File: src/stsol_ram.sv
// generic single write, single read memory with registered read data
module stsol_ram #(
  parameter int WIDTH = 32,
  parameter int DEPTH = 153
) (
  input  logic                     clk_i,
  input  logic                     we_i,
  input  logic [$clog2(DEPTH)-1:0] waddr_i,
  input  logic [WIDTH-1:0]         wdata_i,
  input  logic                     re_i,
  input  logic [$clog2(DEPTH)-1:0] raddr_i,
  output logic [WIDTH-1:0]         rdata_o
);

  logic [WIDTH-1:0] mem_q [DEPTH];

  // write and registered read
  always_ff @(posedge clk_i) begin
    if (we_i) begin
      mem_q[waddr_i] <= wdata_i;
    end
    if (re_i) begin
      rdata_o <= mem_q[raddr_i];
    end
  end

endmodule

File: config.mk
export PLATFORM = sky130hd
export DESIGN_NAME = stsol_ram
export DESIGN_NICKNAME = d
export VERILOG_FILES = /design/src/stsol_ram.sv
export SDC_FILE = /design/constraint.sdc
export NUM_CORES = 2
export LEC_CHECK = 0
export BUFFER_PORTS_ARGS = -buffer_cell sky130_fd_sc_hd__buf_2
export CORE_MARGIN = 5
export CORE_UTILIZATION = 50
export DETAILED_ROUTE_END_ITERATION = 12
export PLACE_DENSITY_LB_ADDON = 0.25
export SLEW_MARGIN = 20
export SYNTH_ARGS = -nofsm -noshare
export SYNTH_HDL_FRONTEND = slang
export SYNTH_MEMORY_MAX_BITS = 65536
export SYNTH_SLANG_ARGS = --single-unit
File: constraint.sdc
create_clock -name clk_i -period 5.6 [get_ports clk_i]
set_clock_uncertainty 0.1 [all_clocks]
set_input_delay 0.28 -clock clk_i [delete_from_list [all_inputs] [get_ports clk_i]]
set_output_delay 0.28 -clock clk_i [all_outputs]
set_load 0.02 [all_outputs]
# After elaboration in Yosys (flattened, before gate mapping)
# Memory sizes are Yosys's and may differ from the RTL's. A register that Yosys moved wholly into a read port is not among the register bits.
# Cells that the tools add are included.
# Widths: inputs -> output; s select.
totals:
  elab_cells: 3
  mem_bits_rw: 4896
  input_bits: 51
  output_inout_bits: 32
  reg_bits: 0
  mem_count: 1
mem_list:
  columns: ["name", "words", "width", "rd", "rd_clocked_by_memory_dff", "write_ports", "line_no", "source"]
  rows:
  - ["mem_q", 153, 32, 1, 1, 1, "15", "logic [WIDTH-1:0] mem_q [DEPTH];"]
classes:
  muxes: 2
ops:
  columns: ["operator", "count"]
  rows:
  - ["$mux 1", 2]

# Longest topological paths before layout
depth:
  ltp_word: 2
  ltp_mapped: 12
  mapped_depth_nobuf: 6

# Worst setup path after synthesis
# OpenSTA, ideal clock, no wires.
synth_path:
  kind: "input to register"
  from: "input port waddr_i[6]"
  to: "memory mem_q[92][0] (enable)"
  arrival_ps: 3063
  n_path_buf: 0
  setup_ps: 461
  required_time_ps: 5039
  cell_stages: 4
  setup_slack_ps: 1976
  path_cell_list: "nor2b_1 -> and3_1 -> nand3_1 -> nor3_1"
synth_lines:
  columns: ["item", "line_no", "source"]
  rows:
  - ["start: declaration", "8", "input logic [$clog2(DEPTH)-1:0] waddr_i,"]
  - ["end: declaration", "15", null]
# No word-level cell before the write port.

==> qor.txt <==
LOGIC SYNTHESIS
----------------------------------------------------------------------------------
Count of cell types in the netlist ..................................           61
Most repeated cell in the gate-level netlist after synthesis ........ sky130_fd_sc_hd__edfxtp_1
Top cells by area, synth ............................................ sky130_fd_sc_hd__edfxtp_1, sky130_fd_sc_hd__mux4_2, sky130_fd_sc_hd__mux2i_1
Yosys warns .........................................................            0
Number of cells produced by synthesis ...............................         8307
#FFs+latches synth ..................................................         4928
Number of synthesized flops with an enable pin ......................         4928
Asr flop ratio synth ................................................            0
Area share of the leading cell type in the synthesized netlist ......        0.783
Mean instance size in the synthesized netlist .......................    22.7 um^2
Post-Synthesis Net Count ............................................         8358
Sequential area share after synthesis ...............................        0.783
Post-Syn Area .......................................................   0.189 mm^2
Cell taking the most area after synthesis ........................... sky130_fd_sc_hd__edfxtp_1
Most used flip-flop cell after synthesis ............................ sky130_fd_sc_hd__edfxtp_1
Most frequent cells after synthesis ................................. sky130_fd_sc_hd__edfxtp_1, sky130_fd_sc_hd__mux4_2, sky130_fd_sc_hd__nand2_1, sky130_fd_sc_hd__mux2i_1, sky130_fd_sc_hd__nor2_1

STA
----------------------------------------------------------------------------------
Final min period ....................................................      3.56 ns
Final hold viol count ...............................................            0
Final period util ...................................................        0.636
Max-slew violation count ............................................            0
Setup TNS ...........................................................         0 ns
Max Clk Rate ........................................................    0.281 GHz
Slew at the pin closest to its max-slew limit .......................      1.23 ns
Final-report setup violation count ..................................            0
Unrepaired setup endpoints after global routing .....................           no
Rel. slew slack .....................................................        0.183

PLACEMENT
----------------------------------------------------------------------------------
DP Area .............................................................   0.198 mm^2
Number of port buffers ..............................................           82
Final weighted congestion in routability-driven placement ...........        0.879
Total placed cells including tap cells ..............................        13400
DP Wirelength .......................................................       326 mm

FLOORPLAN
----------------------------------------------------------------------------------
Die Span Y ..........................................................       625 um
Number of rows in the core area .....................................          225
Floorplan die width .................................................       625 um
Total Die Area ......................................................   0.390 mm^2
Number of top-level pins ............................................           83
Starting density of the core ........................................        0.502
Floorplan Core Area .................................................   0.376 mm^2

PWR
----------------------------------------------------------------------------------
LEAKAGE .............................................................      66.7 nW
Max rail drop VDD ...................................................     0.266 mV
Power Density .......................................................  355 mW/mm^2
Overall power after layout ..........................................      75.8 mW

GRT
----------------------------------------------------------------------------------
Number of antenna violations at the first check in global routing ...           56
Vias in the first global route ......................................        93900
Overall overflow remaining after global route .......................            0
Largest net degree at the start of global routing ...................          106
First-pass GRT wire length ..........................................       755 mm
Global router's overall resource usage ..............................        0.277

CTS
----------------------------------------------------------------------------------
TritonCTS clock tree ................................................          yes
Clock-pin transition on the worst setup and hold timing paths .......      0.06 ns
Total number of clock tree sinks ....................................         4928
Clock root cell ..................................................... sky130_fd_sc_hd__clkbuf_16
Post-CTS repair timing setup buffer count ...........................            0
Insertion delay to the later sink of the worst-skew pair ............      1.03 ns
Maximum clock path buffer count .....................................            4
Inserted Clock Buffers ..............................................          472
Count of instances resized after the clock tree is built ............            0
Hold-fix buffers, CTS ...............................................           34
Clock H-tree levels .................................................            5

FINAL LAYOUT
----------------------------------------------------------------------------------
Number of filler cells placed in the layout .........................        27100
Share of final-layout standard cells stronger than drive strength 1 .        0.282
Final Instance Count excl. Fillers ..................................        14300
Area growth, synth to finish ........................................        13.1%
Total Nets Final ....................................................         8948
Finished layout cell area ...........................................   0.214 mm^2

WORST HOLD PATH
----------------------------------------------------------------------------------
Count of cells along the worst hold path ............................            4
Type of the worst min-delay path .................................... input port to flip-flop
End of the worst hold path ..........................................   rdata_o[3]
Start point of the worst hold path ..................................   raddr_i[4]

DETAILED ROUTING
----------------------------------------------------------------------------------
Routed vias/inst ....................................................         6.64
Number of DRC markers after the initial detailed-route iteration ....        15300
1st-pass router iterations ..........................................            8
Number of remaining DRC errors ......................................            0
Total vias in the final route .......................................        95100
Residual antenna-violating net count after detailed routing .........            0
Final Routed Wirelength .............................................       545 mm
WL per Instance .....................................................      38.0 um

WORST SETUP PATH
----------------------------------------------------------------------------------
Startpoint kind of the worst setup timing path ......................   input port
Worst Path Max Fanout ...............................................           75
Required time of the worst setup path ...............................      6.22 ns
CP Data Arrival Time ................................................      4.18 ns
Reg2reg setup slack .................................................      2.32 ns
Endpoint of the lowest-slack register-to-register path ..............  rdata_o[16]
CP cell instances ................................................... buf_12, buf_4, mux4_2, mux4_2, a22o_1, o31ai_2, a21oi_1
Reg2Reg Launch Point ................................................ mem_q[6][16]
Worst setup EP type .................................................    flip-flop
Slowest-stage cell, CP .............................................. sky130_fd_sc_hd__o31ai_2
Crit path top cell by count ......................................... sky130_fd_sc_hd__mux4_2
Maximum cell stage delay along the critical path ....................      0.84 ns
Register-to-Register Path Depth .....................................            5
Setup CP Type ....................................................... input port to flip-flop

JOB
----------------------------------------------------------------------------------
Max-cap viol count ..................................................            0

STATUS
----------------------------------------------------------------------------------
Status ..............................................................    completed

cell families (layout without fill, tap and decap cells):
| logic type | Yosys count | in the layout | synth area share |
|---|---|---|---|
| AOI/OAI and AO/OA | 602 | 602 | 0.0223 |
| buffers and inverters | 463 | 1442 | 0.0148 |
| DFF | 4928 | 4928 | 0.783 |
| muxes | 1564 | 1564 | 0.163 |
| other | 0 | 48 | 0 |
| and+or+nand+nor | 750 | 750 | 0.0168 |
flip-flops by register name (all words and copies together), names as in the netlist:
name / flops
mem_q: 4896
rdata_o: 32
cells in the final DEF, fill, tap and decap left out, types with 48 or more instances in the layout:
master / netlist / layout
sky130_fd_sc_hd__o21ai_0: 79 / 74
sky130_fd_sc_hd__clkinv_2: 0 / 84
sky130_fd_sc_hd__o22ai_1: 77 / 77
sky130_fd_sc_hd__a211oi_1: 68 / 59
sky130_fd_sc_hd__clkbuf_16: 0 / 478
sky130_fd_sc_hd__clkinv_1: 1 / 127
sky130_fd_sc_hd__diode_2: 0 / 48
sky130_fd_sc_hd__a21oi_1: 85 / 85
sky130_fd_sc_hd__o221ai_1: 73 / 73
sky130_fd_sc_hd__buf_4: 62 / 416
sky130_fd_sc_hd__edfxtp_1: 4928 / 4928
sky130_fd_sc_hd__mux2i_1: 322 / 322
sky130_fd_sc_hd__clkbuf_1: 146 / 105
sky130_fd_sc_hd__nand2_1: 339 / 334
sky130_fd_sc_hd__mux4_2: 1203 / 1203
sky130_fd_sc_hd__nor2_1: 231 / 81
sky130_fd_sc_hd__nor2_4: 0 / 149
area by class of cell:
type,count,area [um^2],area share
clock buffer,583,12400,0.0578
sequential,4928,148000,0.693
timing repair buffer,573,4980,0.0233
clock inverter,280,2410,0.0113
inverter,6,42.5,0.000199
antenna,48,120,0.000562
multi-input combinational,2916,39500,0.185
tap,4994,6250,0.0292
worst max-delay path: cells and delay by family:
kind	cells	cell delay, ns
multiplexers	2	1.15
buffers and inverters	2	1.09
AO/OA/AOI/OAI	3	1.48
per-stage QoR:
stage / setup WS (ns) / util / hold slack [ns]
floorplan: 1.98 / - / 0.279
global placement: 0.585 / 0.527 / 0.630
detailed placement: 1.04 / 0.527 / 0.654
CTS: 2.14 / 0.568 / 0.0131
global route: 1.95 / 0.568 / 0.0679
finish: 2.04 / 0.568 / 0.0766
power by group:
part | switching, mW | internal (mW) | leakage (nW)
combinational | 2.76 | 1.32 | 15.2
clock | 13.6 | 17.3 | 7.22
sequential | 0.0841 | 40.7 | 44.3
total | 16.4 | 59.4 | 66.7
how the worst max path moves through the flow:
stage                    start            to  cells past startpoint  slack [ns]
detailed placement  raddr_i[0]   rdata_o[16]                      7        1.04
finish              raddr_i[0]   rdata_o[16]                      7        2.04
CTS                 raddr_i[0]   rdata_o[16]                      7        2.14
global route        raddr_i[0]    rdata_o[1]                      7        1.95
global placement    raddr_i[0]   rdata_o[16]                      7        0.58
floorplan           waddr_i[6]  mem_q[92][0]                      4        1.98
routing by layer:
metal,global-route usage,vias up,wire length [um]
met2,0.424,6420,254000
met1,0.386,51000,199000
met5,0,-,151
met4,0.128,22,28100
met3,0.0620,1046,63900
li1,-,36600,-
Power figures use the tool's default switching activity.
