$ cat src/stsol_pkg.sv
// shared types, constants and helper functions of the simplex tableau solver
package stsol_pkg;

  localparam int MAX_VARS  = 8;
  localparam int MAX_CONS  = 8;
  localparam int FRAC_BITS = 16;
  localparam int DATA_W    = 32;
  localparam int FIELD_W   = 4;
  localparam int ITER_W    = 8;
  localparam int NCOL      = MAX_VARS + MAX_CONS + 1;
  localparam int NROW      = MAX_CONS + 1;
  localparam int DEPTH     = NROW * NCOL;
  localparam int RHS_COL   = MAX_VARS + MAX_CONS;
  localparam int OBJ_ROW   = MAX_CONS;
  localparam int ADDR_W    = $clog2(DEPTH);
  localparam int ROW_W     = $clog2(NROW);
  localparam int COL_W     = $clog2(NCOL + 1);
  localparam int DIV_W     = DATA_W + FRAC_BITS;
  localparam int DIV_CNT_W = $clog2(DIV_W + 1);
  localparam int CFG_IDX_W = 2;

  localparam logic signed [DATA_W-1:0] QONE    = DATA_W'(1) << FRAC_BITS;
  localparam logic signed [DATA_W-1:0] SAT_MAX = {1'b0, {(DATA_W-1){1'b1}}};
  localparam logic signed [DATA_W-1:0] SAT_MIN = {1'b1, {(DATA_W-1){1'b0}}};

  // configuration register indexes
  localparam logic [CFG_IDX_W-1:0] REG_NUM_VARS = 2'd0;
  localparam logic [CFG_IDX_W-1:0] REG_NUM_CONS = 2'd1;
  localparam logic [CFG_IDX_W-1:0] REG_MAX_ITER = 2'd2;

  typedef enum logic [1:0] {
    STAT_OPTIMAL   = 2'd0,
    STAT_UNBOUNDED = 2'd1,
    STAT_ITER_LIM  = 2'd2
  } status_e;

  typedef enum logic [4:0] {
    S_IDLE, S_SLACK, S_PC_RD, S_PC_CHK, S_PC_DEC,
    S_RT_E, S_RT_EC, S_RT_R, S_RT_DIV, S_RT_WAIT, S_RT_DEC,
    S_PE_RD, S_PE_LAT, S_NR_RD, S_NR_DIV, S_NR_WAIT,
    S_EL_ROW, S_EL_M, S_EL_RP, S_EL_RA, S_EL_WR,
    S_ITER, S_FIN_RD, S_FIN_LAT, S_FIN_OUT
  } state_e;

  // request to the shared divider
  typedef struct packed {
    logic                     valid;
    logic signed [DATA_W-1:0] num;
    logic signed [DATA_W-1:0] den;
  } div_req_t;

  // answer of the shared divider
  typedef struct packed {
    logic                     done;
    logic signed [DATA_W-1:0] quot;
  } div_rsp_t;

  function automatic logic [ADDR_W-1:0] cell_addr(logic [ROW_W-1:0] r, logic [COL_W-1:0] c);
    cell_addr = ADDR_W'(ADDR_W'(r) * ADDR_W'(NCOL)) + ADDR_W'(c);
  endfunction

  function automatic logic signed [DATA_W-1:0] sat_wide(logic signed [2*DATA_W-1:0] x);
    logic signed [2*DATA_W-1:0] hi;
    logic signed [2*DATA_W-1:0] lo;
    hi = (2*DATA_W)'(SAT_MAX);
    lo = (2*DATA_W)'(SAT_MIN);
    if (x > hi) sat_wide = SAT_MAX;
    else if (x < lo) sat_wide = SAT_MIN;
    else sat_wide = x[DATA_W-1:0];
  endfunction

endpackage

$ cat src/stsol_div.sv
// bit-serial signed fixed point divider, one quotient bit a cycle, saturating
module stsol_div (
  input  logic               clk_i,
  input  logic               rst_ni,
  input  stsol_pkg::div_req_t req_i,
  output stsol_pkg::div_rsp_t rsp_o
);

  localparam int DW = stsol_pkg::DATA_W;
  localparam int QW = stsol_pkg::DIV_W;
  localparam logic [QW-1:0] LIM = QW'(1) << (DW - 1);

  logic                             busy_q;
  logic                             done_q;
  logic [stsol_pkg::DIV_CNT_W-1:0]  cnt_q;
  logic [DW:0]                      rem_q;
  logic [QW-1:0]                    dvd_q;
  logic [DW-1:0]                    den_q;
  logic                             neg_q;
  logic signed [DW-1:0]             quot_q;
  logic [DW-1:0]                    num_mag;
  logic [DW-1:0]                    den_mag;
  logic [DW:0]                      shifted;
  logic                             fits;
  logic signed [DW-1:0]             sat_q;

  assign num_mag = req_i.num[DW-1] ? DW'(-req_i.num) : DW'(req_i.num);
  assign den_mag = req_i.den[DW-1] ? DW'(-req_i.den) : DW'(req_i.den);
  assign shifted = {rem_q[DW-1:0], dvd_q[QW-1]};
  assign fits    = shifted >= {1'b0, den_q};

  // saturate the magnitude quotient into the signed result
  always_comb begin
    if (neg_q) begin
      sat_q = (dvd_q > LIM) ? stsol_pkg::SAT_MIN : DW'(-dvd_q[DW-1:0]);
    end else begin
      sat_q = (dvd_q > LIM - QW'(1)) ? stsol_pkg::SAT_MAX : dvd_q[DW-1:0];
    end
  end

  // control
  always_ff @(posedge clk_i or negedge rst_ni) begin
    if (!rst_ni) begin
      busy_q <= 1'b0;
      done_q <= 1'b0;
      cnt_q  <= '0;
    end else begin
      done_q <= 1'b0;
      if (req_i.valid) begin
        if (req_i.den == '0) begin
          done_q <= 1'b1;
        end else begin
          busy_q <= 1'b1;
          cnt_q  <= stsol_pkg::DIV_CNT_W'(QW);
        end
      end else if (busy_q) begin
        if (cnt_q == '0) begin
          busy_q <= 1'b0;
          done_q <= 1'b1;
        end else begin
          cnt_q <= cnt_q - 1'b1;
        end
      end
    end
  end

  // datapath
  always_ff @(posedge clk_i) begin
    if (req_i.valid) begin
      rem_q  <= '0;
      dvd_q  <= {num_mag, {stsol_pkg::FRAC_BITS{1'b0}}};
      den_q  <= den_mag;
      neg_q  <= req_i.num[DW-1] ^ req_i.den[DW-1];
      quot_q <= '0;
    end else if (busy_q) begin
      if (cnt_q == '0) begin
        quot_q <= sat_q;
      end else begin
        rem_q <= fits ? shifted - {1'b0, den_q} : shifted;
        dvd_q <= {dvd_q[QW-2:0], fits};
      end
    end
  end

  assign rsp_o.done = done_q;
  assign rsp_o.quot = quot_q;

endmodule

$ cat config.mk
export PLATFORM = sky130hd
export DESIGN_NAME = stsol_div
export DESIGN_NICKNAME = d
export VERILOG_FILES = /design/src/stsol_pkg.sv /design/src/stsol_div.sv
export SDC_FILE = /design/constraint.sdc
export NUM_CORES = 1
export LEC_CHECK = 0
export ABC_AREA = 1
export BUFFER_PORTS_ARGS = -buffer_cell sky130_fd_sc_hd__clkbuf_2
export CAP_MARGIN = 40
export CORE_MARGIN = 2
export CORE_UTILIZATION = 30
export CTS_BUF_LIST = sky130_fd_sc_hd__clkbuf_4
export CTS_CLUSTER_SIZE = 25
export DETAILED_ROUTE_END_ITERATION = 8
export GPL_ROUTABILITY_DRIVEN = 0
export PLACE_DENSITY_LB_ADDON = 0.08
export SYNTH_ARGS = -nofsm -noshare
export SYNTH_HDL_FRONTEND = slang
export SYNTH_SLANG_ARGS = --single-unit
$ cat constraint.sdc
create_clock -name clk_i -period 6.2 [get_ports clk_i]
set_input_delay 0.62 -clock clk_i [delete_from_list [all_inputs] [get_ports clk_i]]
set_output_delay 0.62 -clock clk_i [all_outputs]
set_load 0.03 [all_outputs]
### Yosys cells after proc, flatten, opt, wreduce, memory -nomap -nowiden

Index checks and enable logic that the tools add are counted.

| storage, ports and cells | value |
|---|---|
| bits in registers | 153 |
| output and inout bits | 33 |
| word-level logic and storage cells | 50 |

| cells by class | value |
|---|---|
| order comparisons | 3 |
| muxes and demuxes | 21 |
| bitwise operators | 2 |
| equal/unequal tests | 2 |
| add/sub/neg operators | 5 |
| reductions and logical operators | 7 |

Operators with widths:

| cell | count |
|---|---|
| $mux 32 | 5 |
| $mux 48 | 3 |
| $neg 32->32 | 3 |
| $gt 48x31->1 const B | 1 |
| $gt 48x32->1 const B | 1 |
| $ge 33x32->1 | 1 |
| $logic_not 32->1 | 1 |
| $sub 32x32->32 | 1 |
| $mux 31 | 1 |
| $mux 6 | 4 |
| $mux 1 | 8 |
| $logic_not 6->1 | 1 |
| $reduce_and 2->1 | 3 |
| $sub 6x1->6 const B | 1 |
| $ne 2x2->1 const B | 2 |
| $reduce_and 3->1 | 1 |
| $reduce_bool 2->1 | 1 |
| $not 1->1 | 1 |
| $xor 1x1->1 | 1 |

### Depth between registers and ports, before layout

| depth | value |
|---|---|
| depth after elaboration | 4 |
| depth in mapped cells | 16 |
| gate-level depth less buffers | 16 |

### Least setup slack after synthesis

Ideal clock, no wire load.

| path | value |
|---|---|
| path kind | register to register |
| start point | register cnt_q[0] (netlist name) |
| end point | register dvd_q[16], enable pin |
| period minus slack after synthesis | 2.164 ns |
| data required time | 5.823 ns |
| buffers on the path | 2 |
| cell stages (with the launch flop) | 9 |
| data arrival time | 1.786 ns |
| slack | 4.036 ns |
| cells stage by stage | dfrtp_1 -> inv_1 -> ha_1 -> nand2_1 -> nor3_1 -> or2_2 -> nand2_1 -> buf_2 -> buf_2 |

| between the ends | value |
|---|---|
| cells in the longest elaborated chain, start to end | 3 |

Ends and longest elaborated chain:

| item | line | source |
|---|---|---|
| start: declaration | stsol_div.sv:15 | `logic [stsol_pkg::DIV_CNT_W-1:0] cnt_q;` |
| start signal: assignment | stsol_div.sv:54 | `cnt_q <= stsol_pkg::DIV_CNT_W'(QW);` |
| start signal: assignment | stsol_div.sv:61 | `cnt_q <= cnt_q - 1'b1;` |
| $logic_not 6->1 | stsol_div.sv:76 | `if (cnt_q == '0) begin` |
| $ne 2x2->1 (no source line) | - |  |
| $reduce_and 2->1 (no source line) | - |  |
| end signal: assignment | stsol_div.sv:71 | `dvd_q <= {num_mag, {stsol_pkg::FRAC_BITS{1'b0}}};` |
| end signal: assignment | stsol_div.sv:80 | `dvd_q <= {dvd_q[QW-2:0], fits};` |
| end: declaration | stsol_div.sv:17 | `logic [QW-1:0] dvd_q;` |

Every way passes these cells.
A chain may end at the register's enable or synchronous reset.

### Worst setup path after layout

| path | value |
|---|---|
| start point | register cnt_q[0] (netlist name) |
| end point | register quot_q[9] |

| between the ends | value |
|---|---|
| cells in the longest elaborated chain, start to end | 2 |

Ends and longest elaborated chain:

| item | line | source |
|---|---|---|
| $logic_not 6->1 | stsol_div.sv:76 |  |
| $reduce_and 2->1 (no source line) | - |  |
| end signal: assignment | stsol_div.sv:77 | `quot_q <= sat_q;` |
| end: declaration | stsol_div.sv:20 | `logic signed [DW-1:0] quot_q;` |

Every way passes these cells.

==> summary.txt <==
GRT overflow -> 0
Syn nets -> 1832
Core area -> 0.03758 mm^2
TritonCTS clock tree -> built
Die area -> 0.03972 mm^2
Post-Syn Area -> 0.01144 mm^2
Initial Utilization -> 30.45%
PD cells -> 189.3 mW/mm^2
Final slew viol count -> 0
Fin nets -> 1910
Fill cell count -> 4160
Grt met3 use -> 2.987%
Layout cells sized above 1 -> 10.01%
FF-to-FF End -> quot_q[9]$_SDFFE_PP0P_
Flop and latch count out of synthesis -> 153
Die span in y -> 199.3 um
Clock skew -> 32.58 ps
Peak supply drop -> 112.6 uV
Htree depth -> 4
Setup violators final -> 0
Vias in the first global route -> 11020
Clock Tree Root -> clkbuf_4
Initial antenna violation count -> 2
Largest net degree at the start of global routing -> 52
Drt initial violations -> 541
Hold depth -> 1
Clk slew on worst S/H paths -> 170 ps
Design area -> 0.01275 mm^2
Crit-path max FO -> 34
DP Cell Count -> 2296
Lkg Pwr -> 6.317 nW
Worst Tran Pin Value -> 686.8 ps
R2R Setup Slk -> 3320 ps
Slew HR -> 54.21%
Clk sinks -> 153
Post-CTS Setup Repair Bufs -> 0
Total power -> 2.414 mW
EDFF count, synth -> 65
Cell Count, Final, Fillers Out -> 2330
Hold path endpoint -> den_q[0]$_DFFE_PP_
Tmin final -> 2877 ps
Reg2reg start -> cnt_q[0]$_DFFE_PN0P_
Fmax -> 347.6 MHz
Most used DFF post-synth -> dfxtp_1
Yosys Warn Count -> 0
GRT met2 Usage -> 32.91%
Yosys top cell by area -> edfxtp_1
DPL Wire Length -> 29670 um
Max-Cap Viols -> 0
All-Layer GR Usage -> 19.94%
Antenna viol nets, final -> 0
Number of port buffers -> 99
Cells on worst reg2reg path -> 10
Async S/R FF share, synth -> 5.229%
Status -> finished clean
Global-route track usage on met1 -> 26.97%
Chip width -> 199.3 um
Placed Area -> 0.01242 mm^2
RSZ-0062 raised after global routing -> no
Final hold violations -> 0
Synth top area cells -> edfxtp_1, nand2_1, dfxtp_1
Sequential fraction of the synthesis area -> 32.80%
WP data arrival -> 3370 ps
First-pass GRT wire length -> 60910 um
Boundary Pins -> 100
Worst Setup Start Kind -> flip-flop
Mean Syn Cell Area -> 6.625 um^2
Synth top area share -> 17.06%
Cell variety after synth -> 51
Worst Hold Launch -> req_i[0]
Syn Inst Count -> 1727
Clock tree buffer depth -> 2
Final WL -> 38420 um
Num CTS Buffers -> 17
Post-route DRC -> 0
HP Class -> input pin to flip-flop
Setup TNS -> 0 ps
Synth-to-Final Area Change -> 11.45%
Crit path kind -> flip-flop to flip-flop
Worst-Skew Late Latency -> 620 ps
# rows -> 71
Wire per inst -> 16.49 um
CP Capture Type -> flip-flop
Worst EP required -> 6690 ps
Drt pass-1 iters -> 5
Period utilisation layout -> 46.41%
Top Usage Layer GRT -> met2
Routed vias/inst -> 4.817
Via count -> 11220
Worst hold slack -> 213.1 ps
==> worst max-delay path: stages, from the launching register on <==
cell and delay, ps:
dfrtp_1 410, inv_1 140, ha_1 180, nand2_1 60, nor3_1 240, nand2_1 190, inv_2 460, nand2_1 550
buf_8 330, a21oi_1 130, a21oi_1 80
==> cell usage in the layout, fill, tap and decap left out, drive strengths merged, types with 2 or more instances in the layout <==
cell	netlist	final
nand3	185	185
nand3b	13	13
o32ai	4	4
clkinvlp	0	3
o21ai	94	94
o22ai	26	26
bufinv	0	3
ha	37	37
o21a	4	4
xnor2	18	18
nor2	156	156
a31oi	3	3
a21oi	104	104
nor3	19	19
nor4	8	8
inv	278	283
dfrtp	8	8
xor2	48	48
clkinv	1	4
buf	28	9
nand4	38	38
or2	16	16
edfxtp	65	65
dfxtp	80	80
o21bai	2	2
clkbuf	22	117
nand2	460	460
nor3b	3	3
==> synth_stat cells (2+ instances only) <==
master and instances:
o21bai_1 2, nand2_4 2, nand3_2 2, dfxtp_1 80, dfrtp_1 8, or2_2 6, clkbuf_1 22, inv_1 275
nand2_2 7, nand3_1 183, buf_4 4, nor2_8 3, nor2_2 10, o21a_1 4, o21ai_2 2, o21ai_0 77
inv_2 3, nor3b_1 3, nor3_1 18, buf_2 15, nor2_4 2, edfxtp_1 65, nor4_1 7, or2_1 2
xor2_1 48, buf_1 4, o21ai_1 15, buf_6 4, nand4_1 38, xnor2_1 18, or2_0 8, a31oi_1 3
nand2_1 450, ha_1 37, nand3b_1 13, a21oi_1 104, o22ai_1 26, o32ai_1 4, nor2_1 141
==> metrics by stage <==
| stage | utilization (%) | setup WS, ps |
|---|---|---|
| 2_1_floorplan | - | 4036 |
| 6_report | 33.94 | 3323 |
| 4_1_cts | 33.93 | 3298 |
| 5_1_grt | 33.94 | 2968 |
| 3_3_place_gp | 32.93 | 3192 |
| 3_5_place_dp | 33.04 | 3339 |
==> kinds of logic after synthesis <==
group	share of synthesized area (%)
buffers and inverters	11.45
XOR/XNOR	5.052
flip-flops	32.80
AO/OA/AOI/OAI	11.28
adder cells (fa/ha/maj)	4.221
AND/OR/NAND/NOR	35.19
==> final cells by class <==
class / count / area, um^2 / area share (%)
Inverter: 279 / 1047 / 8.212
Antenna cell: 1 / 2.502 / 0.01962
Sequential cell: 153 / 3754 / 29.43
Timing Repair Buffer: 109 / 600.6 / 4.710
Clock inverter: 14 / 187.7 / 1.472
Clock buffer: 18 / 135.1 / 1.060
Tap cell: 511 / 639.4 / 5.014
Multi-Input combinational cell: 1245 / 6386 / 50.08
==> power by group <==
group	switching, mW	total (mW)	leakage (nW)	internal, mW
logic	0.353	0.515	4.74	0.162
registers	0.0427	1.17	1.41	1.13
clock network	0.434	0.729	0.164	0.295
==> registers in the layout, indices dropped and copies added (netlist names) <==
| register | flops |
|---|---|
| busy_q | 1 |
| cnt_q | 6 |
| den_q | 32 |
| done_q | 1 |
| dvd_q | 48 |
| neg_q | 1 |
| quot_q | 32 |
| rem_q | 32 |
==> timing repair <==
| item | 4_1_cts | 5_1_grt |
|---|---|---|
| hold endpoints to repair | 8 | 0 |
| hold buffers | 1 | 0 |
| resized for setup | 0 | 0 |
==> metal layers <==
layer,up-vias,routed length (um)
met1,5220,18640
li1,5771,-
met2,195,17540
met3,38,1469
met4,0,769
met5,-,0
==> how the worst max path moves through the flow <==
stage                                          to                  from  depth (start not counted)
after floorplan               dvd_q[16]$_DFFE_PP_  cnt_q[0]$_DFFE_PN0P_                          8
after global placement    quot_q[20]$_SDFFE_PP0P_  cnt_q[0]$_DFFE_PN0P_                          9
after detailed placement  quot_q[30]$_SDFFE_PP0P_  cnt_q[0]$_DFFE_PN0P_                         10
after CTS                  quot_q[9]$_SDFFE_PP0P_  cnt_q[0]$_DFFE_PN0P_                         10
after global routing      quot_q[29]$_SDFFE_PP0P_  cnt_q[0]$_DFFE_PN0P_                         10
final                      quot_q[9]$_SDFFE_PP0P_  cnt_q[0]$_DFFE_PN0P_                         10
Note: power is estimated with default switching activity, not from simulation.
